[src/rtl/lst_pkg.sv]
// ----------------------------------------------------------------------------
// lst_pkg
// Shared types and constants of the wavetable LFO track.
// ----------------------------------------------------------------------------
package lst_pkg;

  localparam int LANES        = 2;
  localparam int QUEUE_DEPTH  = 4;
  localparam int IDX_W        = 8;   // table position; covers tables up to 256 entries
  localparam int MASK_W       = 64;
  localparam int MASK_IX_W    = 6;
  localparam int CFG_INDEX_W  = 3;
  localparam int CFG_DATA_W   = 64;

  localparam logic [6:0] TRACK_LENGTH_RESET = 7'd16;
  localparam logic [7:0] LAST_NONE          = 8'd255;

  localparam logic [3:0] PHASE_FIRST = 4'd0;
  localparam logic [3:0] PHASE_LAST  = 4'd11;

  localparam logic [1:0] MODE_FREE    = 2'd0;
  localparam logic [1:0] MODE_ONESHOT = 2'd2;

  localparam logic [2:0] WAVE_SINE      = 3'd0;
  localparam logic [2:0] WAVE_TRIANGLE  = 3'd1;
  localparam logic [2:0] WAVE_INV_RAMP  = 3'd4;
  localparam logic [2:0] WAVE_EXP       = 3'd5;

  typedef enum logic {
    ACT_TICK  = 1'b0,
    ACT_WRITE = 1'b1
  } action_t;

  typedef enum logic [CFG_INDEX_W-1:0] {
    CFG_WAVE_SELECT   = 3'd0,
    CFG_SPEED_DIVIDER = 3'd1,
    CFG_LFO_MODE      = 3'd2,
    CFG_RETRIG_MASK   = 3'd3,
    CFG_TRACK_LENGTH  = 3'd4,
    CFG_OUTPUT_ENABLE = 3'd5,
    CFG_DEPTH_A       = 3'd6,
    CFG_DEPTH_B       = 3'd7
  } cfg_reg_t;

  typedef struct packed {
    logic [2:0]        wave_select;
    logic [6:0]        speed_divider;
    logic [1:0]        lfo_mode;
    logic [MASK_W-1:0] retrig_mask;
    logic [6:0]        track_length;
    logic              output_enable;
    logic [6:0]        depth_a;
    logic [6:0]        depth_b;
  } cfg_t;

  typedef struct packed {
    logic       action;
    logic [3:0] clock_phase;
    logic       lane_active_a;
    logic       lane_active_b;
    logic [6:0] base_a;
    logic [6:0] base_b;
    logic [1:0] table_select;
    logic [6:0] table_index;
    logic [7:0] table_value;
  } in_item_t;

  typedef struct packed {
    logic       lane;
    logic [6:0] value;
    logic       last;
  } out_item_t;

  // Queue entry: a table write, or a tick with its lookup phase in tbl_idx.
  typedef struct packed {
    action_t          kind;
    logic [1:0]       tbl_sel;
    logic [IDX_W-1:0] tbl_idx;
    logic [7:0]       tbl_byte;
    logic [LANES-1:0] act;
    logic [6:0]       base_a;
    logic [6:0]       base_b;
  } qentry_t;

endpackage

[src/rtl/lst_queue.sv]
// ----------------------------------------------------------------------------
// lst_queue
// Small FIFO between the front end and the back end.
// ----------------------------------------------------------------------------
module lst_queue (
  input  logic            clk,
  input  logic            rst,
  input  logic            push,
  input  lst_pkg::qentry_t push_entry,
  output logic            full,
  input  logic            pop,
  output logic            nonempty,
  output lst_pkg::qentry_t head
);
  import lst_pkg::*;

  localparam int PTR_W = $clog2(QUEUE_DEPTH);
  localparam int CNT_W = $clog2(QUEUE_DEPTH + 1);

  qentry_t          slots [QUEUE_DEPTH];
  logic [PTR_W-1:0] wr_ptr;
  logic [PTR_W-1:0] rd_ptr;
  logic [CNT_W-1:0] count;

  assign full     = (count == CNT_W'(QUEUE_DEPTH));
  assign nonempty = (count != '0);
  assign head     = slots[rd_ptr];

  always_ff @(posedge clk) begin
    if (push) begin
      slots[wr_ptr] <= push_entry;
    end
  end

  always_ff @(posedge clk) begin
    if (rst) begin
      wr_ptr <= '0;
      rd_ptr <= '0;
      count  <= '0;
    end else begin
      if (push) begin
        wr_ptr <= wr_ptr + PTR_W'(1);
      end
      if (pop) begin
        rd_ptr <= rd_ptr + PTR_W'(1);
      end
      if (push && !pop) begin
        count <= count + CNT_W'(1);
      end else if (!push && pop) begin
        count <= count - CNT_W'(1);
      end
    end
  end
endmodule

[config.mk]
export PLATFORM = sky130hd
export DESIGN_NAME = lst_queue
export DESIGN_NICKNAME = d
export VERILOG_FILES = /design/src/rtl/lst_pkg.sv /design/src/rtl/lst_queue.sv
export SDC_FILE = /design/constraint.sdc
export NUM_CORES = 1
export LEC_CHECK = 0
export ABC_AREA = 1
export ABC_CLOCK_PERIOD_IN_PS = 2200
export BUFFER_PORTS_ARGS = -buffer_cell sky130_fd_sc_hd__buf_2
export CAP_MARGIN = 10
export CORE_UTILIZATION = 31
export DETAILED_ROUTE_END_ITERATION = 7
export GPL_TIMING_DRIVEN = 0
export PLACE_DENSITY = 0.48
export REMOVE_ABC_BUFFERS = 1
export SLEW_MARGIN = 20
export SYNTH_ARGS = -nofsm -noshare
export SYNTH_HDL_FRONTEND = slang
export SYNTH_SLANG_ARGS = --single-unit
[constraint.sdc]
create_clock -name clk -period 2.2 [get_ports clk]
set_input_delay 0 -clock clk [delete_from_list [all_inputs] [get_ports clk]]
set_output_delay 0 -clock clk [all_outputs]
set_load 0.005 [all_outputs]
### Word-level counts from Yosys, hierarchy flattened

Memory sizes are Yosys's and may differ from the RTL's. A register that Yosys moved wholly into a read port is not among the register bits.
Index checks and enable logic that the tools add are counted.

| word-level totals | value |
|---|---|
| output and inout port bits | 37 |
| input port bits | 39 |
| memories | 1 |
| logic and storage cells | 21 |
| bits in registers | 7 |
| RAM bits | 140 |

Memory list:

| memory | depth | bits a word | read ports | clocked after Yosys merged registers in | wr ports | line | source |
|---|---|---|---|---|---|---|---|
| slots | 4 | 35 | 1 | 1 | 1 | lst_queue.sv:20 | `qentry_t slots [QUEUE_DEPTH];` |

| operators by class | value |
|---|---|
| multiplexer cells | 6 |
| add/sub/neg operators | 4 |
| equal/unequal tests | 1 |
| reductions and logical operators | 6 |

Operators by type and width:

| operator | number |
|---|---|
| 2-to-1 mux 3 bit | 2 |
| adder 2 x 1 -> 2 bit (second input constant) | 2 |
| 2-to-1 mux 2 bit | 2 |
| adder 3 x 1 -> 3 bit (second input constant) | 1 |
| equality test 3 bit (second input constant) | 1 |
| nonzero test 3 bit | 1 |
| subtractor 3 x 1 -> 3 bit (second input constant) | 1 |
| logical AND 1 bit | 2 |
| logical NOT 1 bit | 2 |
| 2-to-1 mux 1 bit | 2 |
| nonzero test 2 bit | 1 |

### Longest topological paths before layout

| logic depth | value |
|---|---|
| depth in word-level cells | 4 |
| mapped depth | 10 |
| mapped depth without buffers | 10 |

### Least setup slack after synthesis

No wires, ideal clock.

| timing | value |
|---|---|
| path type | reg2reg |
| start point | register wr_ptr[0] |
| end point | memory slots[2][0] (netlist name) (enable) |
| arrival time | 1.279 ns |
| stages on the path, launching flop included | 5 |
| setup time | 0.390 ns |
| path buffers | 0 |
| data required time | 1.810 ns |
| slack | 0.531 ns |
| path through | dfxtp_1 > inv_1 > ha_1 > nand2_1 > inv_1 |

RTL lines:

| item | line | source |
|---|---|---|
| from (decl) | lst_queue.sv:21 | `logic [PTR_W-1:0] wr_ptr;` |
| from (signal assigned) | lst_queue.sv:42 | `wr_ptr <= wr_ptr + PTR_W'(1);` |
| to (decl) | lst_queue.sv:20 |  |

No word-level cell before the write port.

==> reports/metrics.cfg <==
[sta]
setup_violations=0
max_freq_mhz=507.0
skew_ns=0.006102
tightestPinTransition_ns=0.5272
fin_crit_ns=1.973
timing.final.crit_share_pct=89.66
drv_slew=0
tns_ns=0
slew_headroom_pct=64.80
hold_violations=0
grt_setup_unrepaired=false

[setup_path]
crit_type=register to primary output
crit_family=buffers and inverters
cpPeakStageDelay_ns=0.45
worstPathArrival_ns=1.97
critPathSlowestCell=dfxtp_2
critPathLaunchType=register
worst_ep_required_time_ns=2.20
cp-end-kind=primary output
path_cells=buf_16, inv_4, o21ai_0, o22ai_1, buf_2
critPathBufInv=3
worstPathMaxFanout=35

[floorplan]
fp.dieW_um=136.7
rows=48
die_height_um=136.7
num_io_pins=76
die-area_um2=18690
core-area_um2=17540
initial_core_util_pct=32.08

[route]
viasPerCell=4.568
drc=0
drt_iter0_drc=210
routedWlPerCell_um=16.14
vias=3435
wl_mm=12.14
firstDrtPassIters=4
antenna_left=0

[run]
maxCapViolations=0

[final_layout]
layout_common_cells=edfxtp_1 (140), nor2_1 (77), buf_2 (75)
register_area_um2=4389
multi_input_area_um2=1044
fin_nets=559
diodes=0
fillers=1648
final_common_cell=edfxtp_1
drive_above_1_share_pct=22.77
fin_util_pct=41.46
syn2layout_area_growth_pct=29.25

[synth]
ys_seq_area_share_pct=77.94
yosys_warnings=0
ys_types=20
synth_area_um2=5625
ys_ff_latch=149
syn_inst=397
avgSynthCellArea_um2=14.17

[placement]
place_congestion=0.6625
dp_hpwl_mm=6.886
port_buffers=75

[power_and_ir_drop]
ir_drop_mv=0.5429
switchingPower_w=0.001494
p_int_w=0.005192
p_clk_share_pct=41.9
power_density_nw_per_um2=919.5
combPwrFrac_pct=8.9
leakagePower_nw=2.626
seqPwrFrac_pct=49.2
total_power_w=0.006685
switching_share_pct=22.35

[clock_network]
cts_tree=done
worstSkewPairLatency_ns=0.42
cts_setup_buffers=0
cts_sinks=149
clockBufferDepth=2
cts-root-buf=clkbuf_16
htreeDepth=4
clk_pin_slew_worst_paths_ns=0.06
cts_buffers=17

[grt]
grt_max_degree=71
antenna_found_initial=0
grt_pass1_wl_mm=18.64
grt_pass1_vias=3480
gr-usage-all-layers_pct=14.02
globalRoute.totalOverflow=0

[hold_path]
holdCritPathClass=input pin to register

[run_status]
status=finished, final reports clean

## layout make-up
type	count	share of cell area, %
clock buffer	23	7.314
clock inverter	9	0.8604
inverter	17	0.9809
multi-input combinational	210	14.35
sequential	149	60.37
tap	225	3.872
timing repair buffer	119	12.25
## worst reg2reg max path, cell delays in order (launching register included)
cell,delay [ns]
dfxtp_1,0.32
inv_1,0.11
ha_1,0.15
nand2_1,0.06
inv_2,0.40
buf_16,0.25
## state kept, by name, summed over array words and instances, names as in the netlist, named ones only
signal  count
count       3
rd_ptr      2
slots     140
wr_ptr      2
## metrics by stage
| step | worst slack, ns | area [µm²] | hold slack [ns] | std cells |
|---|---|---|---|---|
| final | 0.2274 | 7271 | 0.2820 | 752 |
| after global routing | 0.02208 | 7271 | 0.2954 | 752 |
| after CTS | 0.09760 | 7268 | 0.2556 | 752 |
| after detailed placement | 0.3187 | 6291 | 0.1764 | 682 |
| after global placement | -1.549 | 6151 | 0.1719 | 676 |
| after floorplan | 0.02822 | 5494 | 0.07238 | 376 |
## cell usage after synthesis
cell type  number  share of area, %
a21oi_1         3              0.27
nand3_1         1             0.089
inv_1          15               1.0
buf_4           8               1.1
buf_2          12               1.1
buf_6           1              0.20
edfxtp_1      140                75
dfxtp_1         9               3.2
o21ai_1        21               1.9
nand2_1        10              0.67
inv_4           1              0.11
nand4_1         1              0.11
fa_1            1              0.36
o21ai_0        54               4.8
inv_2           1             0.067
xor2_1          1              0.16
nor3_1          1             0.089
o22ai_1        35               3.9
nor2_1         77               5.1
ha_1            5               1.1
## routing by layer
metal	global-route usage [%]	wire, µm	vias up
met1	17.22	5617	1650
met2	22.98	5787	70
met3	3.741	514	14
li1	-	-	1701
met4	6.481	220	0
met5	0	0	-
## logic make-up after synthesis
group,share of synthesized area [%]
adders and majority gates,1.468
and+or+nand+nor,6.094
AOI/OAI and AO/OA,10.83
buffers and inverters,3.514
xor gates and xnor gates,0.1557
DFF,77.94
## power groups by stage
stage,logic [W],registers [W],clock network [W]
2_1_floorplan,0.000250,0.00335,0
3_3_place_gp,0.000486,0.00338,0
3_5_place_dp,0.000554,0.00335,0
4_1_cts,0.000610,0.00329,0.00287
5_1_grt,0.000673,0.00330,0.00297
6_report,0.000592,0.00329,0.00280
## repair_timing
action                                  4_1_cts  5_1_grt
hold buffers                                 38        0
endpoints found under the hold margin       149        0
resized for setup                             1        1
pin swaps                                     0        0
endpoints found under the setup margin       30        4
## worst paths after layout
| kind | to | cells after the start | from | slack (ns) |
|---|---|---|---|---|
| worst max register to register | slots[2][34]$_DFFE_PP_ | 5 | wr_ptr[0]$_SDFFE_PP0P_ | 0.60 |
| worst min-delay path | count[0]$_SDFFE_PP0P_ | 3 | rst | 0.28 |
| worst min register to register | register | 1 | rd_ptr[1]$_SDFFE_PP0P_ | 0.45 |
| worst max-delay path | head[1] | 5 | register | 0.23 |
Power figures use the tool's default switching activity.
