$ cat src/rtl/lst_pkg.sv
// ----------------------------------------------------------------------------
// lst_pkg
// Shared types and constants of the wavetable LFO track.
// ----------------------------------------------------------------------------
package lst_pkg;

  localparam int LANES        = 2;
  localparam int QUEUE_DEPTH  = 4;
  localparam int IDX_W        = 8;   // table position; covers tables up to 256 entries
  localparam int MASK_W       = 64;
  localparam int MASK_IX_W    = 6;
  localparam int CFG_INDEX_W  = 3;
  localparam int CFG_DATA_W   = 64;

  localparam logic [6:0] TRACK_LENGTH_RESET = 7'd16;
  localparam logic [7:0] LAST_NONE          = 8'd255;

  localparam logic [3:0] PHASE_FIRST = 4'd0;
  localparam logic [3:0] PHASE_LAST  = 4'd11;

  localparam logic [1:0] MODE_FREE    = 2'd0;
  localparam logic [1:0] MODE_ONESHOT = 2'd2;

  localparam logic [2:0] WAVE_SINE      = 3'd0;
  localparam logic [2:0] WAVE_TRIANGLE  = 3'd1;
  localparam logic [2:0] WAVE_INV_RAMP  = 3'd4;
  localparam logic [2:0] WAVE_EXP       = 3'd5;

  typedef enum logic {
    ACT_TICK  = 1'b0,
    ACT_WRITE = 1'b1
  } action_t;

  typedef enum logic [CFG_INDEX_W-1:0] {
    CFG_WAVE_SELECT   = 3'd0,
    CFG_SPEED_DIVIDER = 3'd1,
    CFG_LFO_MODE      = 3'd2,
    CFG_RETRIG_MASK   = 3'd3,
    CFG_TRACK_LENGTH  = 3'd4,
    CFG_OUTPUT_ENABLE = 3'd5,
    CFG_DEPTH_A       = 3'd6,
    CFG_DEPTH_B       = 3'd7
  } cfg_reg_t;

  typedef struct packed {
    logic [2:0]        wave_select;
    logic [6:0]        speed_divider;
    logic [1:0]        lfo_mode;
    logic [MASK_W-1:0] retrig_mask;
    logic [6:0]        track_length;
    logic              output_enable;
    logic [6:0]        depth_a;
    logic [6:0]        depth_b;
  } cfg_t;

  typedef struct packed {
    logic       action;
    logic [3:0] clock_phase;
    logic       lane_active_a;
    logic       lane_active_b;
    logic [6:0] base_a;
    logic [6:0] base_b;
    logic [1:0] table_select;
    logic [6:0] table_index;
    logic [7:0] table_value;
  } in_item_t;

  typedef struct packed {
    logic       lane;
    logic [6:0] value;
    logic       last;
  } out_item_t;

  // Queue entry: a table write, or a tick with its lookup phase in tbl_idx.
  typedef struct packed {
    action_t          kind;
    logic [1:0]       tbl_sel;
    logic [IDX_W-1:0] tbl_idx;
    logic [7:0]       tbl_byte;
    logic [LANES-1:0] act;
    logic [6:0]       base_a;
    logic [6:0]       base_b;
  } qentry_t;

endpackage

$ cat src/rtl/lst_stream_if.sv
// ----------------------------------------------------------------------------
// lst_stream_if
// Valid/ready channel carrying one payload item per beat.
// ----------------------------------------------------------------------------
interface lst_stream_if #(
  parameter type item_t = logic
);
  logic  valid;
  logic  ready;
  item_t data;

  modport source (output valid, output data, input ready);
  modport sink   (input valid, input data, output ready);
endinterface

$ cat src/rtl/lst_back.sv
// ----------------------------------------------------------------------------
// lst_back
// Wave table memory, lane scaling and change-only result emission.
// ----------------------------------------------------------------------------
module lst_back #(
  parameter int TABLE_LENGTH = 128
) (
  input  logic              clk,
  input  logic              rst,
  input  lst_pkg::cfg_t     cfg,
  input  logic              q_valid,
  input  lst_pkg::qentry_t  q_head,
  output logic              q_pop,
  lst_stream_if.source      result_out
);
  import lst_pkg::*;

  localparam int PW    = $clog2(TABLE_LENGTH);
  localparam int AW    = PW + 2;
  localparam int DEPTH = 4 * (2 ** PW);

  logic [7:0]        mem [DEPTH];
  logic [7:0]        rdata;
  logic [1:0]        rd_tbl;
  logic              pop_tick;
  logic              pop_write;

  // compute stage
  logic              c_vld;
  logic [LANES-1:0]  c_act;
  logic [6:0]        c_base [LANES];

  // emit stage
  logic              e_vld;
  logic [LANES-1:0]  e_rem;
  logic [6:0]        e_val [LANES];
  logic [7:0]        last_val [LANES];

  logic              out_vld;
  out_item_t         out_data;

  logic signed [9:0]  sample;
  logic [6:0]         lane_depth [LANES];
  logic signed [17:0] prod [LANES];
  logic signed [17:0] quot [LANES];
  logic signed [10:0] sum [LANES];
  logic [6:0]         clamped [LANES];

  logic [LANES-1:0]  chg;
  logic              out_free;
  logic              emit;
  logic              emit_lane;
  logic              emit_last;
  logic              e_done;
  logic              e_take;

  // --- read / write stage ---
  always_comb begin
    rd_tbl = (cfg.wave_select == WAVE_INV_RAMP || cfg.wave_select == WAVE_EXP)
             ? 2'(cfg.wave_select - 3'd2) : cfg.wave_select[1:0];
    pop_write = q_valid && (q_head.kind == ACT_WRITE);
    pop_tick  = q_valid && (q_head.kind == ACT_TICK) && (!c_vld || e_take);
    q_pop     = pop_write || pop_tick;
  end

  always_ff @(posedge clk) begin
    if (pop_write) begin
      mem[{q_head.tbl_sel, q_head.tbl_idx[PW-1:0]}] <= q_head.tbl_byte;
    end
    if (pop_tick) begin
      rdata <= mem[AW'({rd_tbl, q_head.tbl_idx[PW-1:0]})];
    end
  end

  always_ff @(posedge clk) begin
    if (pop_tick) begin
      c_act     <= q_head.act;
      c_base[0] <= q_head.base_a;
      c_base[1] <= q_head.base_b;
    end
  end

  // --- compute stage: centre or negate, scale by depth/128 toward zero, add base, clamp ---
  assign lane_depth[0] = cfg.depth_a;
  assign lane_depth[1] = cfg.depth_b;

  always_comb begin
    if (cfg.wave_select == WAVE_INV_RAMP || cfg.wave_select == WAVE_EXP) begin
      sample = -$signed({2'b00, rdata});
    end else if (cfg.wave_select == WAVE_SINE || cfg.wave_select == WAVE_TRIANGLE) begin
      sample = $signed({2'b00, rdata}) - 10'sd64;
    end else begin
      sample = $signed({2'b00, rdata}) - 10'sd128;
    end
    for (int i = 0; i < LANES; i++) begin
      prod[i] = 18'(sample * $signed({1'b0, lane_depth[i]}));
      quot[i] = (prod[i] < 0) ? ((prod[i] + 18'sd127) >>> 7) : (prod[i] >>> 7);
      sum[i]  = 11'(quot[i]) + $signed({4'b0000, c_base[i]});
      if (sum[i] < 0) begin
        clamped[i] = '0;
      end else if (sum[i] > 11'sd127) begin
        clamped[i] = 7'd127;
      end else begin
        clamped[i] = sum[i][6:0];
      end
    end
  end

  // --- emit stage ---
  always_comb begin
    for (int i = 0; i < LANES; i++) begin
      chg[i] = e_vld && e_rem[i] && ({1'b0, e_val[i]} != last_val[i]);
    end
    out_free  = !out_vld || result_out.ready;
    emit_lane = !chg[0];
    emit_last = chg[0] ? !chg[1] : 1'b1;
    emit      = (chg != '0) && out_free;
    e_done    = e_vld && ((chg == '0) || (emit && emit_last));
    e_take    = !e_vld || e_done;
  end

  always_ff @(posedge clk) begin
    if (e_take) begin
      e_rem <= c_act;
      for (int i = 0; i < LANES; i++) begin
        e_val[i] <= clamped[i];
      end
    end else if (emit) begin
      e_rem[emit_lane] <= 1'b0;
    end
    if (emit) begin
      out_data.lane  <= emit_lane;
      out_data.value <= e_val[emit_lane];
      out_data.last  <= emit_last;
    end
  end

  always_ff @(posedge clk) begin
    if (rst) begin
      c_vld   <= 1'b0;
      e_vld   <= 1'b0;
      out_vld <= 1'b0;
      for (int i = 0; i < LANES; i++) begin
        last_val[i] <= LAST_NONE;
      end
    end else begin
      if (pop_tick) begin
        c_vld <= 1'b1;
      end else if (e_take) begin
        c_vld <= 1'b0;
      end
      if (e_take) begin
        e_vld <= c_vld;
      end
      if (emit) begin
        out_vld             <= 1'b1;
        last_val[emit_lane] <= {1'b0, e_val[emit_lane]};
      end else if (result_out.ready) begin
        out_vld <= 1'b0;
      end
    end
  end

  assign result_out.valid = out_vld;
  assign result_out.data  = out_data;
endmodule

$ cat src/flat_wrapper.sv
// flat-port wrapper written by rule: the top's interface ports become plain ports
module lst_back_flat import lst_pkg::*;
#(
  parameter int TABLE_LENGTH = 128
)
  (clk, rst, cfg, q_valid, q_head, q_pop, result_out_valid, result_out_data, result_out_ready);
  lst_stream_if result_out_i ();
  input  logic clk;
  input  logic rst;
  input  lst_pkg::cfg_t cfg;
  input  logic q_valid;
  input  lst_pkg::qentry_t q_head;
  output logic q_pop;
  output wire logic [$bits(result_out_i.valid)-1:0] result_out_valid;
  output wire logic [$bits(result_out_i.data)-1:0] result_out_data;
  input wire logic [$bits(result_out_i.ready)-1:0] result_out_ready;
  assign result_out_valid = result_out_i.valid;
  assign result_out_data = result_out_i.data;
  assign result_out_i.ready = result_out_ready;
  lst_back #(.TABLE_LENGTH(TABLE_LENGTH)) u_core (.clk(clk), .rst(rst), .cfg(cfg), .q_valid(q_valid), .q_head(q_head), .q_pop(q_pop), .result_out(result_out_i));
endmodule
$ cat config.mk
export PLATFORM = sky130hd
export DESIGN_NAME = lst_back_flat
export DESIGN_NICKNAME = d
export VERILOG_FILES = /design/src/rtl/lst_pkg.sv /design/src/rtl/lst_stream_if.sv /design/src/rtl/lst_back.sv /design/src/flat_wrapper.sv
export SDC_FILE = /design/constraint.sdc
export NUM_CORES = 2
export LEC_CHECK = 0
export BUFFER_PORTS_ARGS = -buffer_cell sky130_fd_sc_hd__buf_2
export CORE_MARGIN = 2
export CORE_UTILIZATION = 63
export CTS_CLUSTER_DIAMETER = 30
export DETAILED_ROUTE_END_ITERATION = 7
export GPL_TIMING_DRIVEN = 0
export PLACE_DENSITY = 0.79
export REMOVE_ABC_BUFFERS = 1
export SKIP_LAST_GASP = 1
export SYNTH_ARGS = -nofsm -noshare
export SYNTH_HDL_FRONTEND = slang
export SYNTH_MEMORY_MAX_BITS = 65536
export SYNTH_SLANG_ARGS = --single-unit
$ cat constraint.sdc
create_clock -name clk -period 13 [get_ports clk]
set_clock_uncertainty 0.1 [all_clocks]
set_input_delay 2.6 -clock clk [delete_from_list [all_inputs] [get_ports clk]]
set_output_delay 2.6 -clock clk [all_outputs]
set_load 0.01 [all_outputs]
# Word-level counts from Yosys, hierarchy flattened

Memories as Yosys holds them, arrays and structs flattened. A register that Yosys moved wholly into a read port is not among the register bits.
Cells that the tools add are included.

Add/sub/neg operators: 8
Multiply operators: 2
Magnitude comparators: 8
Equal/unequal tests: 5
Mux-type cells: 32
Bitwise operators: 3
Reduce and logical (&&, ||, !) cells: 30

Operator list:

| kind                    | number |
|---|---|
| $add A18 B8 Y18 const B | 2 |
| $lt A18 B1 Y1 const B   | 2 |
| $mul A10 B8 Y18         | 2 |
| $mux W7                 | 4 |
| $add A11 B8 Y11         | 2 |
| $gt A11 B8 Y1 const B   | 2 |
| $lt A11 B1 Y1 const B   | 2 |
| $mux W11                | 2 |
| $mux W10                | 2 |
| $mux W1                 | 19 |
| $ne A7 B8 Y1            | 2 |
| $logic_and A1 B1 Y1     | 11 |
| $neg A8 Y10             | 1 |
| $sub A8 B7 Y9 const B   | 1 |
| $sub A8 B8 Y9 const B   | 1 |
| $mux W8                 | 1 |
| $reduce_bool A2 Y1      | 4 |
| $reduce_or A8 Y1        | 1 |
| $logic_or A1 B1 Y1      | 7 |
| $eq A3 B3 Y1 const B    | 2 |
| $mux W2                 | 3 |
| $logic_not A1 Y1        | 5 |
| $eq A3 B1 Y1 const B    | 1 |
| $logic_not A3 Y1        | 1 |
| 8 further kinds         | 8 |

Bits in registers: 8
Memory bits (writable): 4140
Bits of input ports: 137
Output and inout port bits: 3
Word-level logic and storage cells: 98
Memories kept: 4

Memories:

| name            | depth | bits a word | read ports | clocked after memory_dff | write ports | line           | text |
|---|---|---|---|---|---|---|---|
| u_core.mem      | 512   | 8           | 1          | 1                        | 1           | lst_back.sv:22 | `logic [7:0] mem [DEPTH];` |
| u_core.last_val | 2     | 8           | 2          | 0                        | 2           | lst_back.sv:37 | `logic [7:0] last_val [LANES];` |
| u_core.c_base   | 2     | 7           | 2          | 0                        | 2           | lst_back.sv:31 | `logic [6:0] c_base [LANES];` |
| u_core.e_val    | 2     | 7           | 3          | 0                        | 2           | lst_back.sv:36 | `logic [6:0] e_val [LANES];` |

# Depth between registers and ports, before layout

An unclocked memory read counts as a cell.

Depth in word-level cells: 13
Mapped depth: 37
Gate-level depth less buffers: 34

# Least setup slack after synthesis

OpenSTA, ideal clock, no wires.

Kind: input -> register
From: in cfg[96] in the netlist's numbering
To: mem u_core.e_val[0][0] (data pin)
Setup time: 282 ps
Arrival: 10027 ps
Data required time: 12618 ps
Path slack: 2592 ps
Cell stages on the path: 34
Path buffers: 4
Path through: clkbuf_1 > nand2b_1 > nor2_1 > xnor2_1 > clkbuf_1 > nand2b_1 > fa_1 > fa_1 > inv_1 > fa_1 > inv_1 > fa_1 > inv_1 > ha_1 > clkbuf_1 > a21o_1 > a31oi_1 > nor3_1 > o21ai_1 > mux2i_1 > nand4_1 > clkbuf_1 > or3_1 > xnor2_1 > fa_1 > a21o_1 > a21oi_1 > o21bai_1 > a21oi_1 > o21bai_1 > nand2_1 > o32ai_1 > nor3_1 > a31oi_1

RTL lines:

| element         | line               | text |
|---|---|---|
| start, declared | flat_wrapper.sv:10 | `input lst_pkg::cfg_t cfg;` |
| end, declared   | lst_back.sv:36     |  |

==> impl_metrics.csv <==
group,metric,value,unit
status,outcome,"finished with violations",
status,failed_checks,"max-capacitance violations",
clocking,cts-htree-levels,6,
flow_run,drv_cap,1,
floorplan,pin_count,140,
logic_synthesis,async_flop_share,0,%
setup_path,critical_path.slowest_cell,"xnor2_1",
timing,clock.fmax,85.0,MHz
power,vdd_ir_drop_max,0.300,mV
logic_synthesis,yosys.area_share.simple,2.37,%
floorplan,core_area,265000,um^2
logic_synthesis,netlist_area,167000,um^2
setup_path,critPathMostFrequentCell,"fa_1",
clocking,cts_tree,"yes",
logic_synthesis,synth_xor_area_share,0.325,%
logic_synthesis,synth_top_family_by_area,"multiplexers",
logic_synthesis,yosys.area.top_type,"edfxtp_1",
routing,route.detailed.drc,0,
placement,dp_slack,642,ps
logic_synthesis,synth.distinct_cells,72,
timing,rsz0062_at_grt,"no",
clocking,worstSkewPairLatency,970,ps
setup_path,cp_max_fo,14,
timing,timing.hold.ws,369,ps
grt,grt_pass1_wl,688000,um
min_path,min_path_type,"reg2reg",
clocking,root_buffer,"clkbuf_16",
timing,setup_ws,1230,ps
timing,max_slew_margin,1.34,%
clocking,cts_hold_buf,0,
timing,setup_violations,0,
logic_synthesis,synthMuxAreaShare,18.4,%
clocking,clockBufferDepth,4,
grt,grt_antenna_before_repair,43,
routing,dr.pass1.iters,6,
layout,instances_no_fill,11846,
setup_path,worstSetupStartpointType,"input port",
logic_synthesis,ys.flop_type,"edfxtp_1",
logic_synthesis,yosys-top-cells-count,"edfxtp_1 (4151), mux4_2 (1360), nor2_1 (552)",
floorplan,die_height,519,um
setup_path,worstPathArrival,12290,ps
logic_synthesis,synth.avg_cell_area,22.3,um^2
layout,fillCellCount,12809,
logic_synthesis,yosys_warnings,0,
logic_synthesis,ys_seq_area_share,74.6,%
layout,drive_above_1_share,29.9,%
placement,dp_hpwl,221000,um
grt,grt_usage,36.1,%
timing,drv_slew,0,
clocking,cts_setup_buffers,0,
layout,fin_nets,8141,
routing,vias,88115,
grt,grt_start_max_net_pins,157,
floorplan,start_util,63.2,%
routing,drt_iter0_drc,14804,
placement,routabilityCongestion,0.813,
setup_path,critPathCaptureType,"register",
logic_synthesis,synth-compound-area-share,0.709,%
clocking,cts_num_sinks,4156,
floorplan,die_w,519,um
routing,wl_per_cell,40.8,um
logic_synthesis,synthTopCellsByArea,"edfxtp_1 (75%), mux4_2 (18%), fa_1 (1.4%), nor2_1 (1.2%), ha_1 (0.68%)",
timing,setup-tns-final,0,ps
clocking,cts_buffers,599,
routing,vias_per_cell,7.44,
logic_synthesis,synth-adder-area-share,2.05,%
timing,period_share,90.5,%
logic_synthesis,syn_inst,7491,
timing,hold_viol,0,
timing,tightestPinTransition,1470,ps
layout,fin_util,72.7,%
logic_synthesis,yosysMostFrequentCell,"edfxtp_1",
logic_synthesis,yosysTopAreaCellShare,74.6,%
placement,portBuffers,57,
clocking,cts.reportedPaths.clkPinSlew,50,ps
power,power.density,191,nW/um^2
grt,grt.overflow.total,0,
placement,place_inst,10730,
logic_synthesis,synth.ff_latch_count,4156,
setup_path,critPathKind,"in2reg",
routing,routed_wl,483000,um
routing,drtAntennaViolNets,0,
setup_path,cp_slowest_stage_delay,1060,ps
clocking,cts_resized,0,
floorplan,dieArea,269000,um^2
layout,syn2layout_area_growth,15.2,%
logic_synthesis,synth_edf_count,4151,
grt,grt_pass1_vias,88887,
setup_path,cp.required,13520,ps
floorplan,core.rowCount,189,
power,power_leakage,61.4,nW
timing,period_minus_slack,11770,ps
-- power breakdown --
part	switching, W	internal (W)
Combinational	0.00307	0.00202
Sequential	0.0000278	0.0149
Clock	0.00656	0.0102
Total	0.00967	0.0271
-- routing by layer --
metal,wire length [um],vias up,GRT usage (%)
met2,235000,8493,56.4
met1,158000,45969,48.1
met4,27800,32,18.4
li1,-,32032,-
met5,217,-,0
met3,61600,1589,9.01
-- cell usage in the layout, fill, tap and decap left out, types with 7 or more instances in the layout --
| cell | instances |
|---|---|
| nor2_1 | 549 |
| inv_1 | 200 |
| and2_1 | 63 |
| a21oi_1 | 40 |
| inv_6 | 49 |
| a21o_1 | 26 |
| or2_2 | 7 |
| clkinv_8 | 10 |
| nand3_1 | 13 |
| xnor2_1 | 38 |
| mux4_2 | 1360 |
| nor4_1 | 14 |
| nand2b_1 | 12 |
| clkinv_2 | 88 |
| a31oi_1 | 12 |
| nor2b_1 | 63 |
| edfxtp_1 | 4151 |
| mux2_2 | 8 |
| diode_2 | 40 |
| clkinvlp_4 | 56 |
| a211oi_1 | 12 |
| buf_16 | 68 |
| buf_8 | 12 |
| xor2_1 | 23 |
| clkinv_1 | 73 |
| bufinv_16 | 70 |
| nor3_1 | 21 |
| clkbuf_16 | 618 |
| o21bai_1 | 13 |
| fa_1 | 114 |
| ha_1 | 91 |
| nand2_1 | 95 |
| clkbuf_1 | 66 |
| nand2_4 | 12 |
| nor3b_1 | 7 |
| o21ai_0 | 18 |
| clkinv_4 | 34 |
| buf_2 | 43 |
-- cell type report --
class	count	area, um^2	share of cell area [%]
Tap cell	3533	4420	2.30
Timing Repair Buffer	130	2350	1.22
Inverter	200	751	0.390
Multi-Input combinational cell	2712	40100	20.8
Antenna cell	40	100	0.0520
Clock buffer	684	15700	8.16
Clock inverter	391	4300	2.24
Sequential cell	4156	125000	64.8
-- critical path: cells and delay by family --
kind	cells	cell delay (ps)
multiplexers	1	290
XOR/XNOR	2	1310
AND/OR/NAND/NOR	8	2530
AO/OA/AOI/OAI	11	2500
adder cells (fa/ha/maj)	6	2690
buffers and inverters	4	340
-- sequential cells by signal, summed over array words and instances (netlist names) --
signal,count
u_core.mem,4096
u_core.last_val,16
u_core.c_base,14
u_core.e_val,14
u_core.rdata,8
u_core.c_act,2
u_core.e_rem,2
u_core.c_vld,1
u_core.e_vld,1
u_core.result_out.data,1
u_core.result_out.valid,1
-- final timing paths --
| kind | start | endpoint | slack [ps] | cells past startpoint |
|---|---|---|---|---|
| worst min register to register | u_core.last_val[0][7]$_SDFFE_PP0P_ | u_core.last_val[0][7]$_SDFFE_PP0P_ | 370 | 2 |
| worst max register to register | u_core.rdata[0]$_DFFE_PP_ | u_core.e_val[0][4]$_SDFFCE_PN0P_ | 2070 | 33 |
| worst max-delay path | cfg[97] | u_core.e_val[0][4]$_SDFFCE_PN0P_ | 1230 | 32 |
| worst min-delay path | u_core.last_val[0][7]$_SDFFE_PP0P_ | u_core.last_val[0][7]$_SDFFE_PP0P_ | 370 | 2 |
-- kinds of logic after synthesis --
kind of cell	after synthesis
simple gates	897
mux	1373
compound gates	174
buf+inv	623
flops	4156
xor+xnor	62
fa+ha+maj	206
-- per-stage QoR --
stage	total power [W]	instance area [um^2]
floorplan	0.0186	165000
global placement	0.0208	170000
detailed placement	0.0201	172000
CTS	0.0366	192000
global route	0.0377	192000
finish	0.0367	192000
(Power assumes the default switching activity.)
